File: src/sv/wlmf_pkg.sv
`timescale 1ns / 1ps
`default_nettype none

package wlmf_pkg;

    localparam int MAX_TAPS   = 8;
    localparam int MAX_LINE   = 4096;
    localparam int LABEL_BITS = 8;

    localparam int LABEL_W    = 8;
    localparam int WIN_DEPTH  = 8;
    localparam int WEIGHT_W   = 16;
    localparam int TOTAL_W    = WEIGHT_W + 3;
    localparam int KEY_W      = TOTAL_W + LABEL_W;
    localparam int POS_W      = 12;
    localparam int LEN_W      = 13;
    localparam int TAPS_W     = 4;
    localparam int NUM_W      = 9;
    localparam int CFG_W      = 64;
    localparam int CFG_IDX_W  = 3;
    localparam int DRAIN_W    = 3;
    localparam int HALF_W     = 3;
    localparam int QSAT_W     = 4;

    localparam int TAP_LIMIT  = (MAX_TAPS < 8) ? MAX_TAPS : 8;
    localparam logic [LABEL_W-1:0] LABEL_MASK = LABEL_W'((1 << LABEL_BITS) - 1);

    localparam int QPTR_BITS   = 2;
    localparam int QUEUE_DEPTH = 1 << QPTR_BITS;
    localparam int QCNT_BITS   = QPTR_BITS + 1;

    localparam logic [CFG_IDX_W-1:0] REG_LINE_LENGTH  = 3'd0;
    localparam logic [CFG_IDX_W-1:0] REG_MASK_LENGTH  = 3'd1;
    localparam logic [CFG_IDX_W-1:0] REG_NUM_LABELS   = 3'd2;
    localparam logic [CFG_IDX_W-1:0] REG_WEIGHTS_LOW  = 3'd3;
    localparam logic [CFG_IDX_W-1:0] REG_WEIGHTS_HIGH = 3'd4;

    localparam logic [LEN_W-1:0] LINE_LENGTH_RST  = 13'd256;
    localparam logic [TAPS_W-1:0] MASK_LENGTH_RST = 4'd7;
    localparam logic [NUM_W-1:0] NUM_LABELS_RST   = 9'd256;
    localparam logic [CFG_W-1:0] WEIGHTS_LOW_RST  = 64'd90635973299273744;
    localparam logic [CFG_W-1:0] WEIGHTS_HIGH_RST = 64'd68725768432;

    typedef struct packed {
        logic [LEN_W-1:0]  line_length;
        logic [TAPS_W-1:0] mask_length;
        logic [NUM_W-1:0]  num_labels;
        logic [CFG_W-1:0]  weights_low;
        logic [CFG_W-1:0]  weights_high;
    } cfg_t;

    // one request to the back end: a window snapshot and the results it owes
    typedef struct packed {
        logic [WIN_DEPTH-1:0][LABEL_W-1:0] window;
        logic [LABEL_W-1:0]                first;
        logic [QSAT_W-1:0]                 pos_sat;
        logic [DRAIN_W-1:0]                qstart;
        logic [DRAIN_W-1:0]                count;
        logic                              last;
        logic                              pass;
    } job_t;

    typedef struct packed {
        logic [QCNT_BITS-1:0] fill;
        logic                 push;
        logic                 pop;
    } queue_status_t;

    function automatic logic [TAPS_W-1:0] eff_taps(input logic [TAPS_W-1:0] m);
        return (m > TAPS_W'(TAP_LIMIT)) ? TAPS_W'(TAP_LIMIT) : m;
    endfunction

endpackage

`default_nettype wire

File: src/sv/wlmf_queue.sv
`timescale 1ns / 1ps
`default_nettype none

module wlmf_queue (
    input  wire logic                     clk,
    input  wire logic                     rst_n,
    input  wire logic                     push,
    input  wire wlmf_pkg::job_t           push_job,
    input  wire logic                     pop,
    output wlmf_pkg::job_t                head,
    output logic                          head_valid,
    output logic                          full,
    output wlmf_pkg::queue_status_t       status
);

    wlmf_pkg::job_t mem_reg [wlmf_pkg::QUEUE_DEPTH];

    logic [wlmf_pkg::QPTR_BITS-1:0] wr_ptr_reg;
    logic [wlmf_pkg::QPTR_BITS-1:0] rd_ptr_reg;
    logic [wlmf_pkg::QCNT_BITS-1:0] fill_reg;

    assign head       = mem_reg[rd_ptr_reg];
    assign head_valid = (fill_reg != '0);
    assign full       = (fill_reg == wlmf_pkg::QCNT_BITS'(wlmf_pkg::QUEUE_DEPTH));

    assign status.fill = fill_reg;
    assign status.push = push;
    assign status.pop  = pop;

    always_ff @(posedge clk)
    begin
        if (push)
            mem_reg[wr_ptr_reg] <= push_job;
    end

    always_ff @(posedge clk or negedge rst_n)
    begin
        if (!rst_n)
        begin
            wr_ptr_reg <= '0;
            rd_ptr_reg <= '0;
            fill_reg   <= '0;
        end
        else
        begin
            if (push)
                wr_ptr_reg <= wr_ptr_reg + 1'b1;
            if (pop)
                rd_ptr_reg <= rd_ptr_reg + 1'b1;
            if (push && !pop)
                fill_reg <= fill_reg + 1'b1;
            else if (pop && !push)
                fill_reg <= fill_reg - 1'b1;
        end
    end

endmodule

`default_nettype wire

File: config.mk
export PLATFORM = sky130hd
export DESIGN_NAME = wlmf_queue
export DESIGN_NICKNAME = d
export VERILOG_FILES = /design/src/sv/wlmf_pkg.sv /design/src/sv/wlmf_queue.sv
export SDC_FILE = /design/constraint.sdc
export NUM_CORES = 1
export LEC_CHECK = 0
export BUFFER_PORTS_ARGS = -buffer_cell sky130_fd_sc_hd__clkbuf_2
export CAP_MARGIN = 25
export CORE_ASPECT_RATIO = 0.6
export CORE_UTILIZATION = 40
export DETAILED_ROUTE_END_ITERATION = 8
export PLACE_DENSITY = 0.62
export SYNTH_ARGS = -nofsm -noshare
export SYNTH_HDL_FRONTEND = slang
export SYNTH_SLANG_ARGS = --single-unit
File: constraint.sdc
create_clock -name clk -period 4.12 [get_ports clk]
set_input_delay 0.412 -clock clk [delete_from_list [all_inputs] [get_ports clk]]
set_output_delay 0.412 -clock clk [all_outputs]
set_load 0.03 [all_outputs]
==> run summary <==
RSZ-0062 raised after global routing: false
Placed Cells: 1054
Largest register FFs: 336
critical path cell sequence: buf_4 -> mux4_2 -> clkbuf_2
CTS tree: built
Req. time, crit path: 3710 ps
Non-Filler Instances: 1119
initial core utilization: 41.3%
final hold vios: 0
Post-Route Setup TNS: 0 ps
Max clock buf depth: 3
total number of yosys warnings: 0
Fmax: 344 MHz
final setup fails: 0
Post-Layout Inst Area: 0.0151 mm^2
1st-iter DRT viols: 300
CTS Buf Count: 34
status: finished clean
die width: 231 um
Post-CTS Hold Buffers: 1
Mapped Nets: 569
Sink Count: 343
Pwr Total: 11.8 mW
HP Class: in -> reg
crit end category: output pin
layout cells sized above 1: 47.4%
Final Util: 49.8%
drt total wl: 23.9 mm
Layout area overhead: 20.4%
crit share post-route: 70.6%
antenna violations before repair: 1
core area: 0.0304 mm^2
Cells after Synth: 475
cts repair resizes: 0
max-cap violations: 0
worst slew pin tran: 527 ps
Yosys top cell by area: edfxtp_1
pwr dens: 780 mW/mm^2
number of inserted diodes: 0
share of the synthesized area in the top cell type: 80.3%
TritonRoute pass-1 iters: 4
DRC viols: 0
sequential fraction of the synthesis area: 81.7%
GR Overflow Total: 0
VDD IR-drop max: 0.463 mV
Clk Latency, worst-skew pair: 510 ps
Area contributors post-synth: edfxtp_1 80%, mux4_2 15%, dfrtp_1 1.4%, buf_12 0.80%, ha_1 0.50%
mean post-synth cell area: 26.5 um^2
min Tclk post-route: 2910 ps
vias in the first global route: 6277
Cell Area, Synth: 0.0126 mm^2
CP bufs+invs: 2
Die Y-Extent: 139 um
DP HPWL: 14.6 mm
CP top delay family: flip-flops
Synth cell types: 20
global-route wire length before repair: 36.8 mm
row count: 49
Worst-path clk slew: 60 ps
num ports: 179
critical path's largest stage delay: 760 ps
clock root buffer: clkbuf_16
routed wire length per instance: 21.3 um
die area: 0.0322 mm^2
largest net degree at the start of global routing: 65
post-CTS setup buffer count: 0
total track usage: 15.2%
Final nets: 779
via count: 5702
number of slew-limit violations in the final report: 0
vias per inst: 5.10
nature of the critical path startpoint: register
antenna viol nets, final: 0
IO Port Bufs: 178
Slew headroom: 64.9%
Critical-path top delay cell: dfrtp_4
Max H-tree Level: 2
Placer Congestion: 0.756
Setup Crit Path Kind: reg -> out
instance area at placement: 0.0139 mm^2
crit path DAT: 2490 ps
Worst Skew: 11.9 ps
crit path max fanout: 25
total of flip-flops plus latches after synthesis: 343
leakage: 5.22 nW
per-layer routing:
metal / track usage (%) / vias to the layer above / routed length, um
met3: 4.12 / 35 / 1600
li1: - / 2466 / -
met4: 4.04 / 2 / 440
met2: 24.3 / 172 / 11600
met1: 20.8 / 3027 / 10200
met5: 0 / - / 14
where the power goes:
group / internal (mW) / switching (mW)
clock: 1.83 / 1.27
combinational: 1.40 / 2.45
sequential: 4.56 / 0.285
total: 7.79 / 4.01
worst paths after layout:
path | depth (start not counted) | slack [ps] | end | from
min in group asynchronous | 2 | 280 | fill_reg[0] | rst_n
worst min-delay path | 1 | 120 | mem_reg[2][3] | push_job[3]
worst max register to register | 5 | 2030 | mem_reg[2][21] | wr_ptr_reg[0]
worst min register to register | 1 | 540 | fill_reg[2] | fill_reg[2]
max in group asynchronous | 2 | 3650 | rd_ptr_reg[0] | rst_n
worst max-delay path | 3 | 1210 | head[60] | rd_ptr_reg[0]
metrics by stage:
step           worst slack [ps]  hold slack (ps)
6_report                   1210              119
3_3_place_gp               1680              254
5_1_grt                    1000             90.1
3_5_place_dp               1660              262
2_1_floorplan              1100              116
4_1_cts                    1100             91.8
cells in the mapped netlist:
master / count
edfxtp_1: 336
xnor2_1: 2
fa_1: 1
mux2_2: 1
nand2_1: 2
and2_1: 4
or3_1: 1
buf_12: 5
nor2_1: 1
ha_1: 5
buf_4: 6
xor2_1: 4
inv_1: 4
o21ai_0: 1
buf_6: 1
dfrtp_1: 7
buf_2: 6
mux4_2: 84
nor3b_1: 1
buf_1: 3
layout by cell type (no fill, tap or decap), drive strengths merged:
master and n:
edfxtp 336, clkbuf 218, mux4 84, buf 16
clkinv 13, dfrtp 7, inv 7, ha 5
and2 4, xor2 4, bufinv 3, clkinvlp 3
xnor2 2, nand2 2, or3 1, nor3b 1
mux2 1, o21ai 1, nor2 1, fa 1
dlygate4sd3 1
area by class of cell:
class / instances / area, um^2
timing repair buffer: 195 / 1090
inverter: 4 / 15.0
fill: 2445 / 15300
tap: 408 / 510
multi-input combinational: 107 / 2100
sequential: 343 / 10300
clock inverter: 22 / 198
clock buffer: 40 / 937
logic make-up (layout without fill, tap and decap cells):
kind of cell | Yosys count | after routing | share of synthesized area [%]
flip-flops | 343 | 343 | 81.7
multiplexers | 85 | 85 | 15.1
buffers and inverters | 25 | 261 | 1.69
AND/OR/NAND/NOR | 9 | 9 | 0.398
adder cells (fa/ha/maj) | 6 | 6 | 0.657
XOR/XNOR | 6 | 6 | 0.418
AO/OA/AOI/OAI | 1 | 1 | 0.0398
(Power assumes the default switching activity.)
