==> src/sv/wlmf_pkg.sv <==
`timescale 1ns / 1ps
`default_nettype none

package wlmf_pkg;

    localparam int MAX_TAPS   = 8;
    localparam int MAX_LINE   = 4096;
    localparam int LABEL_BITS = 8;

    localparam int LABEL_W    = 8;
    localparam int WIN_DEPTH  = 8;
    localparam int WEIGHT_W   = 16;
    localparam int TOTAL_W    = WEIGHT_W + 3;
    localparam int KEY_W      = TOTAL_W + LABEL_W;
    localparam int POS_W      = 12;
    localparam int LEN_W      = 13;
    localparam int TAPS_W     = 4;
    localparam int NUM_W      = 9;
    localparam int CFG_W      = 64;
    localparam int CFG_IDX_W  = 3;
    localparam int DRAIN_W    = 3;
    localparam int HALF_W     = 3;
    localparam int QSAT_W     = 4;

    localparam int TAP_LIMIT  = (MAX_TAPS < 8) ? MAX_TAPS : 8;
    localparam logic [LABEL_W-1:0] LABEL_MASK = LABEL_W'((1 << LABEL_BITS) - 1);

    localparam int QPTR_BITS   = 2;
    localparam int QUEUE_DEPTH = 1 << QPTR_BITS;
    localparam int QCNT_BITS   = QPTR_BITS + 1;

    localparam logic [CFG_IDX_W-1:0] REG_LINE_LENGTH  = 3'd0;
    localparam logic [CFG_IDX_W-1:0] REG_MASK_LENGTH  = 3'd1;
    localparam logic [CFG_IDX_W-1:0] REG_NUM_LABELS   = 3'd2;
    localparam logic [CFG_IDX_W-1:0] REG_WEIGHTS_LOW  = 3'd3;
    localparam logic [CFG_IDX_W-1:0] REG_WEIGHTS_HIGH = 3'd4;

    localparam logic [LEN_W-1:0] LINE_LENGTH_RST  = 13'd256;
    localparam logic [TAPS_W-1:0] MASK_LENGTH_RST = 4'd7;
    localparam logic [NUM_W-1:0] NUM_LABELS_RST   = 9'd256;
    localparam logic [CFG_W-1:0] WEIGHTS_LOW_RST  = 64'd90635973299273744;
    localparam logic [CFG_W-1:0] WEIGHTS_HIGH_RST = 64'd68725768432;

    typedef struct packed {
        logic [LEN_W-1:0]  line_length;
        logic [TAPS_W-1:0] mask_length;
        logic [NUM_W-1:0]  num_labels;
        logic [CFG_W-1:0]  weights_low;
        logic [CFG_W-1:0]  weights_high;
    } cfg_t;

    // one request to the back end: a window snapshot and the results it owes
    typedef struct packed {
        logic [WIN_DEPTH-1:0][LABEL_W-1:0] window;
        logic [LABEL_W-1:0]                first;
        logic [QSAT_W-1:0]                 pos_sat;
        logic [DRAIN_W-1:0]                qstart;
        logic [DRAIN_W-1:0]                count;
        logic                              last;
        logic                              pass;
    } job_t;

    typedef struct packed {
        logic [QCNT_BITS-1:0] fill;
        logic                 push;
        logic                 pop;
    } queue_status_t;

    function automatic logic [TAPS_W-1:0] eff_taps(input logic [TAPS_W-1:0] m);
        return (m > TAPS_W'(TAP_LIMIT)) ? TAPS_W'(TAP_LIMIT) : m;
    endfunction

endpackage

`default_nettype wire

==> src/sv/wlmf_front.sv <==
`timescale 1ns / 1ps
`default_nettype none

module wlmf_front (
    input  wire logic                          clk,
    input  wire logic                          rst_n,
    input  wire logic                          item_valid,
    output logic                               item_stall,
    input  wire logic [wlmf_pkg::LABEL_W-1:0]  label,
    input  wire wlmf_pkg::cfg_t                cfg,
    input  wire logic                          queue_full,
    output logic                               push,
    output wlmf_pkg::job_t                     job
);

    logic [wlmf_pkg::WIN_DEPTH-1:0][wlmf_pkg::LABEL_W-1:0] window_reg, window_next;
    logic [wlmf_pkg::POS_W-1:0]   pos_reg, pos_next;
    logic [wlmf_pkg::LABEL_W-1:0] first_reg, first_next;
    logic [wlmf_pkg::DRAIN_W-1:0] drain_reg, drain_next;

    logic                         accept;
    logic [wlmf_pkg::LABEL_W-1:0] lab;
    logic [wlmf_pkg::LEN_W-1:0]   len;
    logic [wlmf_pkg::TAPS_W-1:0]  taps;
    logic [wlmf_pkg::HALF_W-1:0]  half;
    logic [wlmf_pkg::DRAIN_W-1:0] drain_inc;
    logic [wlmf_pkg::DRAIN_W-1:0] count;
    logic                         last;
    logic                         pass;

    assign item_stall = queue_full;
    assign accept     = item_valid && !queue_full;
    assign lab        = label & wlmf_pkg::LABEL_MASK;

    always_comb
    begin
        if (cfg.line_length == '0)
            len = wlmf_pkg::LEN_W'(1);
        else if (cfg.line_length > wlmf_pkg::LEN_W'(wlmf_pkg::MAX_LINE))
            len = wlmf_pkg::LEN_W'(wlmf_pkg::MAX_LINE);
        else
            len = cfg.line_length;

        taps      = wlmf_pkg::eff_taps(cfg.mask_length);
        half      = taps[wlmf_pkg::HALF_W:1];
        drain_inc = drain_reg + 1'b1;
        last      = ({1'b0, pos_reg} + 1'b1) >= len;
        pass      = (len < wlmf_pkg::LEN_W'(2)) || (taps == '0)
                    || (len < wlmf_pkg::LEN_W'(taps));

        if (pass || last)
            count = drain_inc;
        else if (drain_inc > half)
            count = drain_inc - half;
        else
            count = '0;

        first_next  = (pos_reg == '0) ? lab : first_reg;
        window_next = {window_reg[wlmf_pkg::WIN_DEPTH-2:0], lab};
        drain_next  = last ? '0 : drain_inc - count;
        pos_next    = last ? '0 : pos_reg + 1'b1;

        job.window  = window_next;
        job.first   = first_next;
        job.pos_sat = (pos_reg > wlmf_pkg::POS_W'({wlmf_pkg::QSAT_W{1'b1}}))
                      ? {wlmf_pkg::QSAT_W{1'b1}} : pos_reg[wlmf_pkg::QSAT_W-1:0];
        job.qstart  = drain_inc - 1'b1;
        job.count   = count;
        job.last    = last;
        job.pass    = pass;
    end

    // items that release nothing push no request; they only update the window, position and drain state
    assign push = accept && (count != '0);

    always_ff @(posedge clk or negedge rst_n)
    begin
        if (!rst_n)
        begin
            window_reg <= '0;
            pos_reg    <= '0;
            first_reg  <= '0;
            drain_reg  <= '0;
        end
        else if (accept)
        begin
            window_reg <= window_next;
            pos_reg    <= pos_next;
            first_reg  <= first_next;
            drain_reg  <= drain_next;
        end
    end

endmodule

`default_nettype wire

==> config.mk <==
export PLATFORM = sky130hd
export DESIGN_NAME = wlmf_front
export DESIGN_NICKNAME = d
export VERILOG_FILES = /design/src/sv/wlmf_pkg.sv /design/src/sv/wlmf_front.sv
export SDC_FILE = /design/constraint.sdc
export NUM_CORES = 1
export LEC_CHECK = 0
export BUFFER_PORTS_ARGS = -buffer_cell sky130_fd_sc_hd__buf_4
export CORE_MARGIN = 5
export CORE_UTILIZATION = 30
export CTS_CLUSTER_SIZE = 24
export DETAILED_ROUTE_END_ITERATION = 7
export GPL_TIMING_DRIVEN = 0
export SYNTH_ARGS = -nofsm -noshare
export SYNTH_HDL_FRONTEND = slang
export SYNTH_SLANG_ARGS = --single-unit
==> constraint.sdc <==
create_clock -name clk -period 3.9 [get_ports clk]
set_input_delay 0.78 -clock clk [delete_from_list [all_inputs] [get_ports clk]]
set_output_delay 0.78 -clock clk [all_outputs]
set_load 0.01 [all_outputs]
==> metrics.md, run 1 <==
| Metric | Value |
|---|---|
| Post-synth EDFFs | `0` |
| Die Wd | `approximately 130 um` |
| GRT Total Usage | `0.1495` |
| Leak | `about 3.1 nW` |
| Top Ports | `252` |
| Largest register FFs | `56` |
| Largest net degree at the start of global routing | `80` |
| Gr ovfl total | `0` |
| Reg clk slew, reported paths | `60 ps` |
| Peak VDD IR | `between 0.2 and 0.3 mV` |
| Worst setup margin | `-223.4 ps` |
| CTS tree | `done` |
| Post-layout nets | `833` |
| Layout Utilization | `0.4250` |
| Synthesis Warnings | `0` |
| Yosys cell types | `51` |
| Mean Syn Cell Area | `8.832 sq um` |
| Final hold vios | `0` |
| PwrDens | `542.2 nW/um^2` |
| Row cnt | `44` |
| Commonest non-fill, non-tap cell in the layout | `nand2_1` |
| Worst R2R End | `drain_reg[1]` |
| Critical Path End Type | `primary output` |
| Starting Density | `0.3037` |
| Slew margin rel. | `0.3202` |
| Cts hold-fix bufs | `0` |
| Register area share after synthesis | `0.4513` |
| Root buf cell | `clkbuf_16` |
| CP startpoint kind | `primary input` |
| Drt first pass iters | `4` |
| Predominant post-synthesis flop cell | `dfrtp_1` |
| Initial DRC count | `between 100 and 150` |
| Maxcap violations | `0` |
| Hold Crit Start | `job[80]` |
| Initial antenna violation count | `0` |
| Synth Instances | `496` |
| Hpwl dp | `9208 um` |
| Hold Crit Class | `flip-flop to flip-flop` |
| Synth-to-Final Area Change | `39.93%` |
| RSZ-0062 raised after global routing | `yes` |
| WS Path Type | `primary input to primary output` |
| Hold endpoint | `job[80]` |
| DRC viols | `0` |
| Longest Clk Path Bufs | `2` |
| F_max | `~0.24 GHz` |
| Via-to-Cell Ratio | `4.712` |
| Syn Std Cell Area | `4380 sq um` |
| Status | `finished, violations left` |
| Layout cell share with drive strength beyond 1 | `0.3447` |
| Post-DRT Antenna Nets | `0` |
| Tmin final | `4123 ps` |
| Port Buffer Count | `114` |
| Worst-path maximum fanout | `4` |
| Number of global-route vias before repair | `4055` |
| Post-DR wirelength/cell | `15.20 um` |
| Wirelength, routed | `12630 um` |
| Worst Path Arrival | `3340 ps` |
| First-pass GRT wire length | `20290 um` |
| Ys async rst share | `1.000` |
| Slew at the pin closest to its max-slew limit | `1020 ps` |
| Filler instances | `1434` |
| Via count | `between 3k and 4k` |
| CP Data Required Time | `roughly 3100 ps` |
| Die area | `roughly 17000 sq um` |
| CTS Buf Count | `9` |
| Hold Path Depth | `2` |
| DIE HEIGHT | `130.8 um` |
| FF-to-FF Start | `pos_reg[6]` |
| Commonest non-fill, non-tap cells in the layout | `207 x nand2_1, 139 x buf_4, 77 x dfrtp_1` |
| Clock Skew | `approximately 4.0 ps` |
| Core Area | `14420 sq um` |
| Tcrit/Tclk final | `1.057` |
| Failing checks | `setup timing` |
| Seq cells post-synth | `between 70 and 80` |
| Antenna cells | `0` |
| Syn nets | `roughly 700` |
| Skew-Pair Late Insertion Delay | `330 ps` |
| Clock Sinks | `between 70 and 80` |
| Tot Pwr | `about 3.3 mW` |
| Setup violations, final | `6` |
| CTS H-tree depth | `3` |
| Worst reg2reg path depth | `16` |
| RePlAce Congestion | `between 0.8 and 0.9` |
| FF-to-FF setup slack | `-20 ps` |
| Slew Limit Fails | `0` |
[synth_stat cells (4+ instances only)]
cell type	n	area (sq um)
inv_1	13	48.80
mux2_2	16	180.2
xor2_1	7	61.31
clkbuf_1	15	56.30
dfrtp_1	79	1977
ha_1	23	287.8
a21oi_1	10	50.05
buf_2	4	20.02
o31ai_1	4	30.03
nand2b_1	6	37.54
nor2_1	10	37.54
nor4_4	4	85.08
nand3_1	7	35.03
nand2_1	210	788.3
o21ai_0	13	65.06
xnor2_1	8	70.07
a21o_1	5	37.54
buf_4	13	97.59
[cell families (layout without fill, tap and decap cells)]
| logic type | count (synthesis) | in the layout | share of synthesized area |
|---|---|---|---|
| buffers and inverters | 49 | 200 | 0.05427 |
| AND/OR/NAND/NOR | 258 | 258 | 0.2625 |
| flip-flops | 79 | 79 | 0.4513 |
| XOR/XNOR | 15 | 15 | 0.02999 |
| AO/OA/AOI/OAI | 52 | 52 | 0.08027 |
| adder cells (fa/ha/maj) | 25 | 25 | 0.07484 |
| multiplexers | 18 | 18 | 0.04684 |
[power by group]
group	switching (mW)	total [mW]	internal (mW)
clock	0.351	0.852	0.501
sequential	0.135	1.10	0.960
combinational	0.693	1.38	0.684
total	1.18	3.32	2.14
[layout make-up]
class / instances / area (sq um) / share of cell area
Multi-Input combinational cell: 368 / 2327 / 0.3797
Sequential cell: 79 / 1979 / 0.3229
Timing Repair Buffer: 135 / 1051 / 0.1715
Tap cell: 184 / 230.2 / 0.03756
Clock buffer: 10 / 229.0 / 0.03735
Buffer: 35 / 191.4 / 0.03123
Clock inverter: 6 / 68.82 / 0.01123
Inverter: 14 / 52.55 / 0.008573
[through the flow]
stage               hold slack [ps]  area (sq um)  TNS, ps  cells  worst slack (ps)
global placement              461.7          5488    -3122    794            -527.0
finish                        473.5          6130   -891.8    831            -223.4
detailed placement            465.6          5488    -3287    794            -552.1
floorplan                     468.9          4402        0    496             4.864
global route                  504.7          6130    -1690    831            -326.6
CTS                           481.1          5982    -1241    827            -292.1
[worst max-delay path by stage]
stage	start	to	slack, ps	cells after the start
after floorplan	cfg[145]	drain_reg[1]	5	14
after global placement	cfg[149]	job[3]	-530	14
after detailed placement	cfg[149]	job[3]	-550	15
after CTS	cfg[151]	job[4]	-290	13
after global routing	cfg[145]	job[4]	-330	13
final	cfg[145]	job[4]	-220	13
[timing repair]
item,CTS,global route
pin swaps,17,17
cloned,0,0
endpoints found under the setup margin,7,7
setup buffers,17,4
gates resized for setup,18,23
[worst max-delay path: stages]
cell and delay [ps]:
buf_6 100, nor4_4 320, nand3_2 140, o21ai_4 180, nand2_2 90, ha_4 260
nand2_2 40, o31a_1 310, a41o_2 290, o21ai_4 170, or2_4 210, mux2_4 320
buf_6 120
[routing by layer]
layer,routed length [um],global-route usage,up-vias
met5,0,0,-
met4,199,0.05808,0
met3,1458,0.06382,13
met2,5386,0.2198,134
met1,5589,0.1948,1865
li1,-,-,1904
No activity file was read; power rests on OpenSTA's default activity.
==> run 2, diff against run 1 <==
--- a/config.mk
+++ b/config.mk
@@ -5,12 +5,13 @@
 export SDC_FILE = /design/constraint.sdc
 export NUM_CORES = 1
 export LEC_CHECK = 0
-export BUFFER_PORTS_ARGS = -buffer_cell sky130_fd_sc_hd__buf_4
+export BUFFER_PORTS_ARGS = -buffer_cell sky130_fd_sc_hd__buf_2
 export CORE_MARGIN = 5
 export CORE_UTILIZATION = 30
 export CTS_CLUSTER_SIZE = 24
 export DETAILED_ROUTE_END_ITERATION = 7
 export GPL_TIMING_DRIVEN = 0
+export MAX_ROUTING_LAYER = met4
 export SYNTH_ARGS = -nofsm -noshare
 export SYNTH_HDL_FRONTEND = slang
 export SYNTH_SLANG_ARGS = --single-unit
==> metrics.md, run 2 (same netlist as run 1, synthesis figures left out) <==
| Metric | Value |
|---|---|
| Via-to-Cell Ratio | `4.660 (-1.1%)` |
| Initial antenna violation count | `0 (unchanged)` |
| Tot Pwr | `3.252 mW (-2.1%)` |
| Layout cell share with drive strength beyond 1 | `0.3624 (+0.01772)` |
| Hold Crit Class | `primary input to async pin` |
| Slowest cell on the critical path | `mux2_4` |
| Initial DRC count | `169 (+32%)` |
| Top Ports | `252 (unchanged)` |
| Synth-to-Final Area Change | `35.96%` |
| Status | `finished, violations left` |
| Longest Clk Path Bufs | `2 (unchanged)` |
| DIE HEIGHT | `130.8 um (unchanged)` |
| Number of global-route vias before repair | `3946 (-2.7%)` |
| Antenna cells | `0 (unchanged)` |
| Setup violations, final | `5 (-1)` |
| FF+latch area | `1983 sq um (+0.19%)` |
| RSZ-0062 raised after global routing | `yes` |
| Die Wd | `130.8 um (unchanged)` |
| WS Path Type | `primary input to primary output` |
| F_max | `0.2420 GHz (-0.21%)` |
| Commonest non-fill, non-tap cell in the layout | `nand2_1` |
| Row cnt | `44 (unchanged)` |
| Leak | `3.142 nW (-0.18%)` |
| Clock Sinks | `79 (unchanged)` |
| Core Area | `14420 sq um (unchanged)` |
| PwrDens | `546.0 nW/um^2 (+0.72%)` |
| CP peak stage delay | `310 ps (about the same)` |
| FF-to-FF setup slack | `150 ps (+170 ps)` |
| Multi-input logic area | `2327 sq um (unchanged)` |
| Worst setup margin | `-232.2 ps (-8.775 ps)` |
| Root buf cell | `clkbuf_16` |
| Post-DR wirelength/cell | `14.66 um (-3.6%)` |
| Post-place instance area | `5233 sq um (-4.7%)` |
| Critical path cell sequence | `buf_8, nor4_4, nand3_2, o21ai_2, buf_4, nand2_1, ha_4, and4_1, o311ai_1, a41o_2, o21ai_4, or2_4, mux2_4, buf_6` |
| Post-DRT Antenna Nets | `0 (unchanged)` |
| Slew at the pin closest to its max-slew limit | `610.4 ps (-409.3 ps)` |
| RePlAce Congestion | `0.8819 (+7.6%)` |
| Tmin final | `4132 ps (+8.775 ps)` |
| Slew Limit Fails | `0 (unchanged)` |
| Clock Skew | `6.223 ps (+2.265 ps)` |
| Wirelength, routed | `12290 um (-2.7%)` |
| Final hold vios | `0 (unchanged)` |
| DRC viols | `0 (unchanged)` |
| Largest net degree at the start of global routing | `44 (-45%)` |
| CTS H-tree depth | `3 (unchanged)` |
| First-pass GRT wire length | `19350 um (-4.6%)` |
| Largest register FFs | `56 (unchanged)` |
| Critical Path End Type | `primary output` |
| Die area | `17120 sq um (unchanged)` |
| Commonest non-fill, non-tap cells in the layout | `208 x nand2_1, 110 x buf_2, 74 x dfrtp_1` |
| Skew-Pair Late Insertion Delay | `340 ps (about the same)` |
| Critical path's top delay family | `simple AND/OR/NAND/NOR gates` |
| Worst Path Arrival | `3350 ps (about the same)` |
| CTS tree | `done` |
| Worst-path maximum fanout | `4 (unchanged)` |
| Post-layout nets | `840 (+0.84%)` |
| Drt first pass iters | `4 (unchanged)` |
| CP Buf/Inv Count | `3 (+1)` |
| Reg clk slew, reported paths | `60 ps (about the same)` |
| Gr ovfl total | `0 (unchanged)` |
| Via count | `3905 (-0.28%)` |
| CP Data Required Time | `3120 ps (about the same)` |
| Port Buffer Count | `114 (unchanged)` |
| Hpwl dp | `9098 um (-1.2%)` |
| Failing checks | `setup timing` |
| Starting Density | `0.3037 (unchanged)` |
| GRT Total Usage | `0.1492 (-0.0003186)` |
| Filler instances | `1444 (+0.70%)` |
| Tcrit/Tclk final | `1.060 (+0.002250)` |
| CP startpoint kind | `primary input` |
| Maxcap violations | `0 (unchanged)` |
| Post-route cell area | `5956 sq um (-2.8%)` |
| Peak VDD IR | `0.2485 mV (-12%)` |
| CTS Buf Count | `9 (unchanged)` |
| Layout Utilization | `0.4129 (-0.01206)` |
| Slew margin rel. | `0.5931 (+0.2728)` |
==> run 2: cell types whose count changed in the layout (fill, tap and decap cells not counted), moves of 2 or more <==
cell / before / now
buf_4: 139 / 38
buf_2: 3 / 110
a21oi_2: 2 / 4
dfrtp_1: 77 / 74
dfrtp_2: 2 / 5
a21oi_1: 8 / 6
==> run 2: cell type report <==
cell class / instances / area share
Sequential cell: 79 / 0.3330
Clock inverter: 6 / 0.01155
Clock buffer: 10 / 0.04013
Timing Repair Buffer: 142 / 0.1437
Multi-Input combinational cell: 368 / 0.3908
Buffer: 35 / 0.03277
Inverter: 14 / 0.009454
Tap cell: 184 / 0.03866
==> run 2: path summary, 6_finish.rpt <==
kind | startpoint | endpoint | cells past startpoint
worst max-delay path | cfg[146] | job[4] | 14
worst min-delay path | rst_n | first_reg[0] | 1
worst max register to register | pos_reg[0] | drain_reg[1] | 16
worst min register to register | job[83] | job[83] | 2
max in group asynchronous | rst_n | pos_reg[8] | 2
min in group clk | job[83] | job[83] | 2
==> run 2: routing by layer <==
layer / GRT usage / share of wire
met5: - / 0
met4: 0.04961 / 0.013
met3: 0.04837 / 0.095
met2: 0.2225 / 0.44
met1: 0.1919 / 0.45
==> run 2: timing repair <==
item | in CTS | in global routing
pin swaps | 16 | 17
hold buffers | 0 | 0
setup endpoints to repair | 7 | 7
gates resized for setup | 21 | 29
setup buffers | 19 | 8
==> run 2: where the power goes <==
group	leakage (nW)	switching [mW]	internal, mW
Clock	0.149	0.345	0.516
Combinational	1.97	0.700	0.606
Sequential	1.02	0.124	0.960
==> run 2: stage by stage <==
| stage | TNS (ps) | setup slack (ps) | std cells | hold slack [ps] |
|---|---|---|---|---|
| global placement | -3005 | -514.0 | 794 | 455.9 |
| global route | -1950 | -403.0 | 838 | 433.0 |
| finish | -995.1 | -232.2 | 838 | 405.3 |
| floorplan | 0 | 4.864 | 496 | 468.9 |
| CTS | -988.4 | -232.0 | 830 | 410.2 |
| detailed placement | -3300 | -561.2 | 795 | 456.9 |
